$ cat config.mk
export PLATFORM = sky130hd
export DESIGN_NAME = lbp_queue
export DESIGN_NICKNAME = d
export VERILOG_FILES = /design/src/design/lbp_pkg.sv /design/src/design/lbp_queue.sv
export SDC_FILE = /design/constraint.sdc
export NUM_CORES = 1
export LEC_CHECK = 0
export ABC_AREA = 1
export BUFFER_PORTS_ARGS = -buffer_cell sky130_fd_sc_hd__buf_2
export CORE_MARGIN = 4
export CORE_UTILIZATION = 40
export DETAILED_ROUTE_END_ITERATION = 10
export HOLD_SLACK_MARGIN = 0.1
export SLEW_MARGIN = 20
export SYNTH_ARGS = -nofsm -noshare
export SYNTH_HDL_FRONTEND = slang
export SYNTH_SLANG_ARGS = --single-unit
$ cat constraint.sdc
create_clock -name i_clk -period 3.9 [get_ports i_clk]
set_input_delay 0.195 -clock i_clk [delete_from_list [all_inputs] [get_ports i_clk]]
set_output_delay 0.195 -clock i_clk [all_outputs]
set_load 0.005 [all_outputs]
$ cat src/design/lbp_pkg.sv
package lbp_pkg;

    // Field widths of the item and result channels.
    localparam int PIX_W      = 8;
    localparam int BIN_W      = 8;
    localparam int COUNT_W    = 20;
    localparam int BIN_COUNT  = 256;
    localparam int IN_DATA_W  = 16;
    localparam int OUT_DATA_W = 32;
    localparam int OUT_PAD_W  = OUT_DATA_W - COUNT_W - PIX_W;

    // Frame geometry limits and reset values.
    localparam int MAX_WIDTH_DEF = 1024;
    localparam int MAX_HEIGHT    = 1024;
    localparam int MIN_DIM       = 3;
    localparam int RESET_WIDTH   = 64;
    localparam int RESET_HEIGHT  = 64;
    localparam int ROW_W         = $clog2(MAX_HEIGHT);
    localparam int HGT_W         = $clog2(MAX_HEIGHT + 1);

    // Configuration port.
    localparam int CFG_IDX_W  = 2;
    localparam int CFG_DATA_W = 11;
    localparam logic [CFG_IDX_W-1:0] REG_IMAGE_WIDTH  = 2'd0;
    localparam logic [CFG_IDX_W-1:0] REG_IMAGE_HEIGHT = 2'd1;

    // Request kinds carried in tuser.
    localparam logic CMD_PIXEL = 1'b0;
    localparam logic CMD_READ  = 1'b1;

    // Saturation limit of one histogram bin.
    localparam logic [COUNT_W-1:0] COUNT_MAX = {COUNT_W{1'b1}};

    // Depth of the queue between front and back.
    localparam int QUEUE_DEPTH = 4;

    // Neighbour offsets (row, column) for code bits 0 to 7.
    localparam int NB_ROW [8] = '{-1, 0, 1, 1, 1, 0, -1, -1};
    localparam int NB_COL [8] = '{1, 1, 1, 0, -1, -1, -1, 0};

    // One classified request as it travels from front to back.
    typedef struct packed {
        logic             is_read;
        logic             clear;
        logic             code_valid;
        logic [PIX_W-1:0] code;
        logic             frame_done;
        logic [BIN_W-1:0] addr;
    } t_item;

    typedef struct packed {
        logic full;
        logic empty;
    } t_queue_status;

endpackage

$ cat src/design/lbp_queue.sv
module lbp_queue (
    input  logic                  i_clk,
    input  logic                  i_rst_n,
    input  logic                  i_push,
    input  lbp_pkg::t_item        i_item,
    input  logic                  i_pop,
    output lbp_pkg::t_item        o_item,
    output lbp_pkg::t_queue_status o_status
);
    import lbp_pkg::*;

    localparam int PTR_W = $clog2(QUEUE_DEPTH);
    localparam int CNT_W = $clog2(QUEUE_DEPTH + 1);

    t_item            r_slot [QUEUE_DEPTH];
    logic [PTR_W-1:0] r_wr_ptr, r_rd_ptr;
    logic [CNT_W-1:0] r_count;

    assign o_item          = r_slot[r_rd_ptr];
    assign o_status.full   = (r_count == CNT_W'(QUEUE_DEPTH));
    assign o_status.empty  = (r_count == '0);

    // Pointers and fill level.
    always_ff @(posedge i_clk) begin
        if (!i_rst_n) begin
            r_wr_ptr <= '0;
            r_rd_ptr <= '0;
            r_count  <= '0;
        end else begin
            if (i_push) begin
                r_wr_ptr <= (r_wr_ptr == PTR_W'(QUEUE_DEPTH - 1)) ? '0 : r_wr_ptr + PTR_W'(1);
            end
            if (i_pop) begin
                r_rd_ptr <= (r_rd_ptr == PTR_W'(QUEUE_DEPTH - 1)) ? '0 : r_rd_ptr + PTR_W'(1);
            end
            if (i_push && !i_pop) begin
                r_count <= r_count + CNT_W'(1);
            end else if (i_pop && !i_push) begin
                r_count <= r_count - CNT_W'(1);
            end
        end
    end

    // Slot storage.
    always_ff @(posedge i_clk) begin
        if (i_push) begin
            r_slot[r_wr_ptr] <= i_item;
        end
    end

endmodule

* After elaboration in Yosys (flattened, before gate mapping)
Memories as Yosys holds them, arrays and structs flattened. A register that Yosys moved wholly into a read port is not among the register bits.
Cells that the tools add are included.
** Operators by class
- Add/subtract/negate cells :: 4
- $mul :: 0
- Div/mod/pow operators :: 0
- Order comparisons :: 0
- Eq/ne operators :: 3
- Shift operators :: 0
- Muxes and demuxes :: 8
- Bitwise gates (word level) :: 0
- Reduce and logical (&&, ||, !) cells :: 6
** Operators by type and width (number)
- two-way mux 2 bit :: 4
- two-way mux 3 bit :: 2
- adder 2 x 1 -> 2 bit, second input constant :: 2
- equality test 2 bit, second input constant :: 2
- adder 3 x 1 -> 3 bit, second input constant :: 1
- equality test 3 bit, second input constant :: 1
- logical NOT 3 bit :: 1
- subtractor 3 x 1 -> 3 bit, second input constant :: 1
- logical AND 1 bit :: 2
- logical NOT 1 bit :: 2
- two-way mux 1 bit :: 2
- nonzero test 2 bit :: 1
** Storage, ports and cells
- Bits in registers :: 7
- Latch bits :: 0
- RAM bits :: 80
- Bits in read-only memories :: 0
- Input bits :: 24
- Output and inout bits :: 22
- Word-level logic and storage cells :: 25
- Memories :: 1
** Memory list
- r_slot :: words 4, width 20, read ports 1, clocked after Yosys merged registers in 1, write ports 1, line lbp_queue.sv:15 : t_item r_slot [QUEUE_DEPTH];

* Logic depth before layout (Yosys ltp)
Gate-level depths: netlist (run 1).
- Depth after elaboration :: 4
- Depth in mapped cells :: 10
- Depth with buffers taken out :: 10

* Least setup slack after synthesis (run 1)
OpenSTA, ideal clock, no wires.
- Path kind :: register -> register
- Start :: reg r_wr_ptr[0]
- End :: mem r_slot[3][0] (netlist bit), enable pin
- Setup time :: 0.375 ns
- Arrival time :: 0.994 ns
- Data required time :: 3.525 ns
- Setup slack :: 2.531 ns
- Stages on the path, launching flop included :: 4
- Path buffers :: 0
- Period minus slack after synthesis :: 1.369 ns
- Cell sequence :: dfxtp_1 -> ha_1 -> nand2_1 -> inv_1
** RTL lines
- start, declared :: line lbp_queue.sv:16 : logic [PTR_W-1:0] r_wr_ptr, r_rd_ptr;
- start signal, assigned :: line lbp_queue.sv:31 : r_wr_ptr <= (r_wr_ptr == PTR_W'(QUEUE_DEPTH - 1)) ? '0 : r_wr_ptr + PTR_W'(1);
- end, declared :: line lbp_queue.sv:15
Straight into the memory's write port.

==> results by group, run 1 <==
Critical path
  – Reg2reg setup slack: 2.15 ns
  – Critical Path RT: 3.70 ns
  – Worst R2R End: r_slot[3][17]
  – Critical path class: flip-flop to output port
  – RR Startpoint: r_wr_ptr[0]
  – Critical path arrival: 2.13 ns
  – Critical Path End Type: output port
  – Startpoint types: flip-flop
  – R2r worst-path depth: 3
  – Crit path max fanout: 21

STA
  – Setup slack after layout: 1.58 ns
  – WHS: 0.114 ns
  – Unrepaired setup endpoints after global routing: false
  – Setup TNS: 0 ns
  – Least-Margin Pin Slew: 0.989 ns
  – Crit share post-route: 59.6%
  – Min Tclk post-route: 2.32 ns
  – # setup viols final: 0
  – Maximum clock rate: 431 MHz
  – Skew final: 0.00660 ns
  – Final hold vios: 0
  – Max Slew Vio Count: 0
  – Rel. slew slack: 34.0%

Hold path
  – Hold Path End: r_count[2]
  – Hold path cells: 3
  – Hold Startpoint: i_rst_n
  – Hold WC Path Type: input pin to flip-flop

Global routing
  – GRT Resource Usage Total: 13.6%
  – Initial antenna violation count: 0
  – Largest net degree at the start of global routing: 42
  – Number of global-route vias before repair: 2,033
  – First-pass GRT wire length: 10,300 um
  – M2 GR Usage: 22.0%
  – GR Layer Usage met1: 17.1%
  – Total global routing overflow: 0
  – Met3 Use GR: 3.06%
  – GR peak layer: met2

Die
  – Initial core utilization: 41.2%
  – Core area: 8260 um^2
  – Total die area: 10,000 um^2
  – Die height: 100 um
  – # rows: 33
  – Die width: 100 um
  – IO Count: 46

Job
  – MaxCap Viol Count: 0

Synth
  – Ranking of synthesized cells by area: edfxtp_1 71%, o21ai_1 5.9%, dfxtp_1 5.3%
  – Syn nets: 284
  – Synthesized area: 3400 um^2
  – Post-synth top cells: 80 x edfxtp_1, 48 x nor2_1, 40 x o21ai_1
  – Adder-cell share of the synthesized area: 2.80%
  – Post-synth EDFFs: 80
  – Yosys reg bits: 89
  – Largest family of logic cells by synthesized area: compound AO/OA/AOI/OAI gates
  – Post-Synth Simple-Gate Area: 7.11%
  – Synth Area in Compound Gates: 10.5%
  – Most frequent cell after synthesis: edfxtp_1
  – Mean post-synth cell area: 13.4 um^2
  – Synth Flop Type: edfxtp_1
  – Post-synth top area share: 70.7%
  – Async set-or-reset flop fraction in the synthesized netlist: 0%
  – Sequential share of the synthesized area: 76.0%
  – Post-synthesis mux area share: 0%
  – Ys Warns: 0
  – Synth Area in XOR/XNOR: 0.258%
  – Post-Syn Instances: 253
  – Number of library cell types mapped by synthesis: 18
  – Area leader, netlist: edfxtp_1

Routing
  – Iteration-0 DRC Markers: 109
  – WL final: 6340 um
  – First-pass DRT Iterations: 4
  – Wire length per cell: 14.8 um
  – Drt via density: 4.86
  – Antenna-violating nets left: 0
  – Residual DRC: 0
  – Via count: 2,077

Clock tree
  – Setup bufs post-CTS: 0
  – CTS buffer count: 9
  – Cts hold-fix bufs: 20
  – H-tree levels: 3
  – Number of gates resized after cts: 0
  – CTS root buf: clkbuf_8
  – Clock Latency Late Sink: 0.35 ns
  – CTS sink count: 89
  – Clock Tree Buf Depth: 2
  – CTS clock-pin slew for the worst setup and hold paths: 0.08 ns
  – CTS tree: yes

Placement
  – Pre-CTS setup slack: 1.91 ns
  – Buffers on Ports: 45
  – GPL Wtd Cong: 0.731
  – Hpwl dp: 3660 um

Final layout
  – Layout cells sized above 1: 18.9%
  – Fin nets: 349
  – Final core occ: 49.8%
  – Antenna diodes: 0
  – Syn-to-layout area delta: 21.1%

Run status
  – Status: complete, no violations

Power and ir drop
  – Power density over the cells: 478 nW/um^2
  – Leak: 1.53 nW
  – Total chip power: 1.97 mW
  – Max VDD drop: 0.177 mV
worst max-delay path by stage:
| stage | cells past startpoint | endpoint |
|---|---|---|
| finish | 4 | o_item[7] |
| detailed placement | 4 | o_item[11] |
| CTS | 4 | o_item[11] |
| global placement | 4 | o_item[11] |
| floorplan | 3 | r_slot[3][0] |
| global route | 4 | o_item[18] |
per-stage QoR:
stage | instances | instance area (um^2)
2_1_floorplan | 253 | 3400
3_3_place_gp | 392 | 3710
3_5_place_dp | 392 | 3710
4_1_cts | 427 | 4120
5_1_grt | 427 | 4120
6_report | 427 | 4120
per-layer routing:
| layer | vias to the layer above | part of all wire, % |
|---|---|---|
| met5 | - | 0 |
| met4 | 0 | 1.9 |
| met3 | 12 | 4.7 |
| met2 | 49 | 48 |
| met1 | 970 | 45 |
| li1 | 1046 | - |
cell families after synthesis:
group                      Yosys count
and+or+nand+nor                     62
buffers and inverters               28
xor gates and xnor gates             1
DFF                                 89
adders and majority gates            7
AOI/OAI and AO/OA                   66
layout by cell type, fill, tap and decap left out, types with 2 or more instances in the layout:
| cell | Yosys | final |
|---|---|---|
| dfxtp_1 | 9 | 9 |
| inv_1 | 15 | 15 |
| edfxtp_1 | 80 | 80 |
| nand2_1 | 8 | 8 |
| dlygate4sd3_1 | 0 | 20 |
| buf_2 | 8 | 45 |
| nor3_1 | 4 | 4 |
| o22ai_1 | 20 | 20 |
| o21ai_1 | 40 | 40 |
| nor2_1 | 48 | 48 |
| bufinv_16 | 0 | 2 |
| a21oi_1 | 3 | 3 |
| clkbuf_8 | 0 | 9 |
| o21ai_0 | 3 | 3 |
| ha_1 | 6 | 6 |
worst max-delay path, stage by stage (launching register included):
cell and delay, ns:
dfxtp_1 0.79, inv_1 0.55, o21ai_1 0.21, o22ai_1 0.10, buf_2 0.13
final cells by class:
type	instances	area, um^2
Fill cell	733	4140
Sequential cell	89	2580
Multi-Input combinational cell	136	701
Timing Repair Buffer	66	433
Tap cell	105	131
Clock buffer	10	128
Clock inverter	5	81.3
Inverter	16	60.1
state kept, by name, indices dropped and copies added (netlist names), named ones only:
| register | cells |
|---|---|
| r_wr_ptr | 2 |
| r_rd_ptr | 2 |
| r_slot | 80 |
| r_count | 3 |
where the power goes:
part | leakage [nW] | internal [mW] | total [mW] | switching (mW)
logic | 0.617 | 0.0866 | 0.207 | 0.120
clock network | 0.102 | 0.357 | 0.654 | 0.296
registers | 0.810 | 1.09 | 1.11 | 0.0209
Note: power is estimated with default switching activity, not from simulation.
==> run 2, diff against run 1 <==
- ABC_AREA: 1 -> 0
- clock period: 3.9 -> 1.96 ns (I/O delays scaled with it)
==> run 2 against run 1 <==
Net effect:
- sequential share of layout area shrank 0.28 points
- clock power grew 88%
- die area shrank 1.5%
- via count shrank 23%
- worst setup slack lost 1.3 ns
- power grew 94%
- count of clock-buffer cells in the layout shrank 1
- final cell count shrank 21%
- highest routed layer unchanged
==> results by group, run 2 <==
Final layout
  – Commonest non-fill, non-tap cells in the layout: 80 x edfxtp_1, 45 x buf_2, 21 x dlygate4sd3_1, 20 x mux4_2
  – Final core occ: 50.6% (+0.73 points)
  – Largest regs: r_slot (80), r_count (3)
  – Antenna diodes: 0 (unchanged)
  – Most common cell after layout, fill and taps aside: edfxtp_1
  – Max FFs per register: 80 (unchanged)
  – Layout cells sized above 1: 37.1% (+18 points)
  – Largest Register: r_slot
  – Fillers: 665 (-9.3%)
  – Fin nets: 258 (-26%)
  – Post-route cell area: 4140 um^2 (+0.46%)
  – Final Non-Filler Cells: 337 (-21%)
  – Syn-to-layout area delta: 23.7%

Power and ir drop
  – Clk pwr share: 32.1% (-1.1 points)
  – Part of the power in combinational logic: 10.4% (about the same)
  – Power density over the cells: 925 nW/um^2 (+93%)
  – Total chip power: 3.82 mW (+94%)
  – Internal power: 2.98 mW (+95%)
  – Sw Share: 22.1% (-0.15 points)
  – Sequential share of power: 57.5% (+1.3 points)
  – Leak: 1.45 nW (-5.0%)
  – Max VDD drop: 0.378 mV (+110%)
  – NetSw: 0.845 mW (+93%)

Placement
  – GPL Wtd Cong: 0.700 (-4.2%)
  – Inst Count DP: 300 (-23%)
  – Buffers on Ports: 45 (unchanged)
  – Area after DPL: 3720 um^2 (+0.47%)
  – Pre-CTS setup slack: 0.393 ns (-1.51 ns)
  – Hpwl dp: 3290 um (-10%)

Global routing
  – Number of global-route vias before repair: 1,715 (-16%)
  – Initial antenna violation count: 0 (unchanged)
  – Total global routing overflow: 0 (unchanged)
  – GRT Resource Usage Total: 12.2% (-1.4 points)
  – Largest net degree at the start of global routing: 21 (-50%)
  – First-pass GRT wire length: 9060 um (-12%)

STA
  – Setup TNS: 0 ns (unchanged)
  – Min Tclk post-route: 1.70 ns
  – Skew final: 0.00813 ns (+0.00153 ns)
  – Max Slew Vio Count: 0 (unchanged)
  – Unrepaired setup endpoints after global routing: false
  – Least-Margin Pin Slew: 0.324 ns (-0.665 ns)
  – Rel. slew slack: 78.4% (+44 points)
  – Setup slack after layout: 0.261 ns (-1.32 ns)
  – Final hold vios: 0 (unchanged)
  – # setup viols final: 0 (unchanged)
  – Crit share post-route: 86.7%
  – WHS: 0.135 ns (+0.0207 ns)
  – Maximum clock rate: 588 MHz

Critical path
  – Slowest library cell on the worst path: mux4_2
  – Crit. path cell count: 3 (-1)
  – CP max stage delay: 0.54 ns (-0.25 ns)
  – Critical path arrival: 1.60 ns (-0.53 ns)
  – Critical path class: flip-flop to output port
  – R2r worst-path depth: 4 (+1)
  – Crit path max fanout: 20 (-4.8%)
  – Startpoint types: flip-flop
  – Top cell family by delay on the critical path: multiplexers
  – Critical Path RT: 1.86 ns (-1.84 ns)
  – Critical Path End Type: output port
  – Crit path buffers/inverters: 2 (unchanged)
  – Critical-path cell list: buf_12 > mux4_2 > buf_2

Die
  – Total die area: 9880 um^2 (-1.5%)
  – Die width: 99.4 um (-0.75%)
  – # rows: 33 (unchanged)
  – Initial core utilization: 40.9% (-0.26 points)
  – Die height: 99.4 um (-0.75%)
  – IO Count: 46 (unchanged)
  – Core area: 8180 um^2 (-1.0%)

Clock tree
  – CTS clock-pin slew for the worst setup and hold paths: 0.08 ns (about the same)
  – H-tree levels: 3 (unchanged)
  – CTS root buf: clkbuf_8
  – Number of gates resized after cts: 0 (unchanged)
  – CTS sink count: 89 (unchanged)
  – Clock Latency Late Sink: 0.34 ns (about the same)
  – CTS tree: yes
  – CTS buffer count: 9 (unchanged)
  – Clock Tree Buf Depth: 2 (unchanged)

Routing
  – Antenna-violating nets left: 0 (unchanged)
  – Iteration-0 DRC Markers: 51 (-53%)
  – WL final: 5430 um (-14%)
  – Residual DRC: 0 (unchanged)
  – First-pass DRT Iterations: 4 (unchanged)
  – Wire length per cell: 16.1 um (+8.6%)
  – Via count: 1,593 (-23%)
  – Drt via density: 4.73 (-2.8%)

Synth
  – Ys Warns: 0 (unchanged)
  – Synth Flop Type: edfxtp_1
  – Adder-cell share of the synthesized area: 2.84% (+0.046 points)
  – Syn nets: 179 (-37%)
  – Post-synth top area share: 71.9% (+1.2 points)
  – Most frequent cell after synthesis: edfxtp_1
  – Number of library cell types mapped by synthesis: 20 (+2)
  – Post-Syn Instances: 148 (-42%)
  – Post-Synth Simple-Gate Area: 2.69% (-4.4 points)
  – Post-synthesis mux area share: 14.7% (+15 points)
  – Async set-or-reset flop fraction in the synthesized netlist: 0% (unchanged)
  – Synth Area in Compound Gates: 0.599% (-9.9 points)
  – Mean post-synth cell area: 22.6 um^2 (+68%)
  – Synthesized area: 3340 um^2 (-1.6%)
  – Yosys reg bits: 89 (unchanged)
  – Synth Area in XOR/XNOR: 0.524% (+0.27 points)
  – Largest family of logic cells by synthesized area: multiplexers
  – Ranking of synthesized cells by area: edfxtp_1 72%, mux4_2 13%, dfxtp_1 5.4%
  – Post-synth top cells: 80 x edfxtp_1, 20 x mux4_2, 9 x dfxtp_1
  – Post-synth EDFFs: 80 (unchanged)
  – Sequential share of the synthesized area: 77.2% (+1.3 points)
  – Area leader, netlist: edfxtp_1

Hold path
  – Hold path cells: 3 (unchanged)
  – Hold WC Path Type: input pin to flip-flop

Run status
  – Status: complete, no violations

Job
  – MaxCap Viol Count: 0 (unchanged)
-- run 2: changes by cell type in the layout (fill, tap and decap cells not counted), moves of 8 or more --
| cell | delta |
|---|---|
| mux4_2 | +20 |
| nand2_1 | -8 |
| inv_1 | -11 |
| nor2_1 | -47 |
| o22ai_1 | -20 |
| o21ai_1 | -40 |
-- run 2: layer usage --
metal | vias up | track usage, % | wire, um
li1 | 753 | - | -
met1 | 802 | 15.4 | 2380
met2 | 28 | 20.0 | 2780
met3 | 10 | 2.95 | 169
met4 | 0 | 5.36 | 97
met5 | - | 0 | 0
-- run 2: layout make-up --
cell class                      count  area, um^2  area share (%)
Tap cell                          105         131            3.18
Clock inverter                      7        76.3            1.85
Sequential cell                    89        2580            62.5
Timing Repair Buffer               72         493            11.9
Multi-Input combinational cell     51         713            17.2
Inverter                            4        15.0           0.363
Clock buffer                        9         124            3.00
-- run 2: path summary, 6_finish.rpt --
path / slack, ns / from / endpoint
min: 0.13 / i_push / r_wr_ptr[0]
max reg2reg: 0.49 / r_count[0] / r_count[2]
min reg2reg: 0.52 / r_count[2] / r_count[2]
max: 0.26 / flip-flop / o_item[6]
-- run 2: power by group through the flow --
stage,clock [mW],combinational (mW),sequential (mW)
floorplan,0,0.217,2.23
global placement,0,0.374,2.24
detailed placement,0,0.376,2.24
CTS,1.27,0.412,2.20
global route,1.36,0.443,2.21
finish,1.23,0.397,2.20
-- run 2: kinds of logic after synthesis --
family | count (synthesis)
buffers and inverters | 8
AOI/OAI and AO/OA | 3
xor gates and xnor gates | 2
DFF | 89
adders and majority gates | 7
muxes | 24
and+or+nand+nor | 15
-- run 2: what timing repair did --
item,4_1_cts,5_1_grt
hold buffers,21,0
setup buffers,0,0
endpoints found under the hold margin,89,0
-- run 2: worst min-delay path, cell delays in order --
cell and delay, ns:
buf_2 0.15, mux2i_1 0.09, nor2b_1 0.10
==> run 3, diff against run 2 <==
- ABC_AREA: 0 -> 1
- CTS_BUF_LIST: default -> sky130_fd_sc_hd__clkbuf_8
==> run 3 against run 2 <==
Net effect:
- global-route usage rose by 1.7 points
- worst setup slack got worse by 0.015 ns
- highest routed layer unchanged
- via count rose by 35%
- count of clock-buffer cells in the layout did not move
- power rose by 1.4%
==> results by group, run 3 (synthesis results as in run 1) <==
Clock tree
  – CTS clock-pin slew for the worst setup and hold paths: 0.08 ns (about the same)
  – Setup bufs post-CTS: 0 (unchanged)
  – Number of gates resized after cts: 0 (unchanged)
  – H-tree levels: 3 (unchanged)
  – CTS tree: yes
  – CTS buffer count: 9 (unchanged)
  – CTS root buf: clkbuf_8
  – CTS sink count: 89 (unchanged)
  – Clock Latency Late Sink: 0.35 ns (about the same)
  – Clock Tree Buf Depth: 2 (unchanged)

STA
  – Maximum clock rate: 583 MHz (-0.88%)
  – Skew final: 0.0180 ns (+0.00984 ns)
  – WHS: 0.129 ns (-0.00589 ns)
  – Crit share post-route: 87.5% (+0.77 points)
  – Rel. slew slack: 58.9% (-19 points)
  – Max Slew Vio Count: 0 (unchanged)
  – # setup viols final: 0 (unchanged)
  – Final hold vios: 0 (unchanged)
  – Least-Margin Pin Slew: 0.615 ns (+0.291 ns)
  – Unrepaired setup endpoints after global routing: false
  – Min Tclk post-route: 1.71 ns (+0.0150 ns)
  – Setup TNS: 0 ns (unchanged)

Die
  – Die height: 100 um (+0.75%)
  – # rows: 33 (unchanged)
  – IO Count: 46 (unchanged)
  – Initial core utilization: 41.2% (+0.26 points)
  – Die width: 100 um (+0.75%)
  – Total die area: 10,000 um^2 (+1.5%)
  – Core area: 8260 um^2 (+1.0%)

Critical path
  – Top cell family by delay on the critical path: buffers and inverters
  – Slowest library cell on the worst path: inv_2
  – Crit path buffers/inverters: 3 (+1)
  – Critical-path cell list: inv_2 > buf_4 > nor2_1 > o22ai_1 > buf_2
  – Startpoint types: flip-flop
  – Critical path class: flip-flop to output port
  – Critical path arrival: 1.62 ns (+0.02 ns)
  – Critical Path End Type: output port
  – CP max stage delay: 0.34 ns (-0.20 ns)
  – Critical Path RT: 1.86 ns (about the same)
  – Crit path max fanout: 24 (+20%)

Final layout
  – Max FFs per register: 80 (unchanged)
  – Syn-to-layout area delta: 23.0%
  – Most common cell after layout, fill and taps aside: edfxtp_1
  – Largest Register: r_slot
  – Largest regs: r_slot (80), r_count (3)
  – Commonest non-fill, non-tap cells in the layout: 80 x edfxtp_1, 48 x nor2_1, 45 x buf_2, 40 x o21ai_1, 22 x dlygate4sd3_1
  – Multi-input logic area: 701 um^2 (-1.8%)
  – Antenna diodes: 0 (unchanged)
  – Post-route cell area: 4180 um^2 (+1.1%)
  – Layout cells sized above 1: 21.1% (-16 points)
  – Fin nets: 358 (+39%)
  – Final Non-Filler Cells: 437 (+30%)
  – Register Area: 2580 um^2 (unchanged)
  – Fillers: 732 (+10%)

Routing
  – WL final: 6570 um (+21%)
  – First-pass DRT Iterations: 4 (unchanged)
  – Residual DRC: 0 (unchanged)
  – Via count: 2,154 (+35%)
  – Iteration-0 DRC Markers: 135 (+160%)
  – Drt via density: 4.93 (+4.3%)
  – Antenna-violating nets left: 0 (unchanged)
  – Wire length per cell: 15.0 um (-6.7%)

Global routing
  – Number of global-route vias before repair: 2,136 (+25%)
  – Initial antenna violation count: 0 (unchanged)
  – Largest net degree at the start of global routing: 41 (+95%)
  – GRT Resource Usage Total: 13.9% (+1.7 points)
  – Total global routing overflow: 0 (unchanged)
  – First-pass GRT wire length: 10,600 um (+17%)

Power and ir drop
  – Max VDD drop: 0.412 mV (+9.2%)
  – Total chip power: 3.88 mW (+1.4%)
  – Leak: 1.57 nW (+7.8%)
  – Power density over the cells: 928 nW/um^2 (+0.33%)

Job
  – MaxCap Viol Count: 0 (unchanged)

Placement
  – Hpwl dp: 3920 um (+19%)
  – GPL Wtd Cong: 0.760 (+8.6%)
  – Buffers on Ports: 45 (unchanged)
  – Area after DPL: 3760 um^2 (+0.94%)
  – Inst Count DP: 399 (+33%)

Hold path
  – Hold WC Path Type: input pin to flip-flop

Run status
  – Status: complete, no violations
run 3: changes by cell type in the layout (fill, tap and decap cells not counted), sizes merged, moves of 2 or more:
cell,delta
o21ai,+42
buf,+2
nor2b,-5
mux2i,-4
mux4,-20
nor3,+2
inv,+12
nand2,+8
and2,-5
a21oi,+3
o22ai,+20
nor2,+47
run 3: area by class of cell:
type                    count  area share, %
well taps                 105           3.14
clock inverters             7           1.83
flip-flops and latches     89           61.8
inverters                  16           1.44
repair buffers             75           12.1
multi-input cells         136           16.8
clock buffers               9           2.96
run 3: through the flow:
stage	setup slack (ns)	utilization [%]
3_3_place_gp	0.625	45.5
3_5_place_dp	0.604	45.5
6_report	0.246	50.6
5_1_grt	0.104	50.6
2_1_floorplan	0.591	-
4_1_cts	0.217	50.6
run 3: per-layer routing:
layer,wire length (um),track usage (%)
met4,142,7.88
met2,3200,21.9
met3,324,3.41
met5,0,0
met1,2910,17.5
run 3: final timing paths:
path / slack (ns) / depth (start not counted) / start / end
setup / recovery: 0.25 / 5 / flip-flop / o_item[13]
hold / removal: 0.13 / 4 / i_pop / r_rd_ptr[1]
setup reg to reg: 0.65 / 4 / r_wr_ptr[0] / r_slot[3][7]
hold reg to reg: 0.54 / 2 / r_wr_ptr[1] / r_wr_ptr[1]
run 3: tightest hold or removal path, stage by stage:
cell    delay [ns]
buf_2         0.08
inv_1         0.07
nor2_1        0.09
nor2_1        0.08
run 3: power breakdown:
group | total, mW | internal [mW] | switching [mW]
combinational | 0.438 | 0.186 | 0.253
sequential | 2.19 | 2.16 | 0.0348
clock | 1.25 | 0.598 | 0.648
total | 3.88 | 2.94 | 0.936
run 3: repair_timing:
action                                  CTS  global route
endpoints found under the setup margin    0             0
hold buffers                             22             0
hold endpoints to repair                 89             0
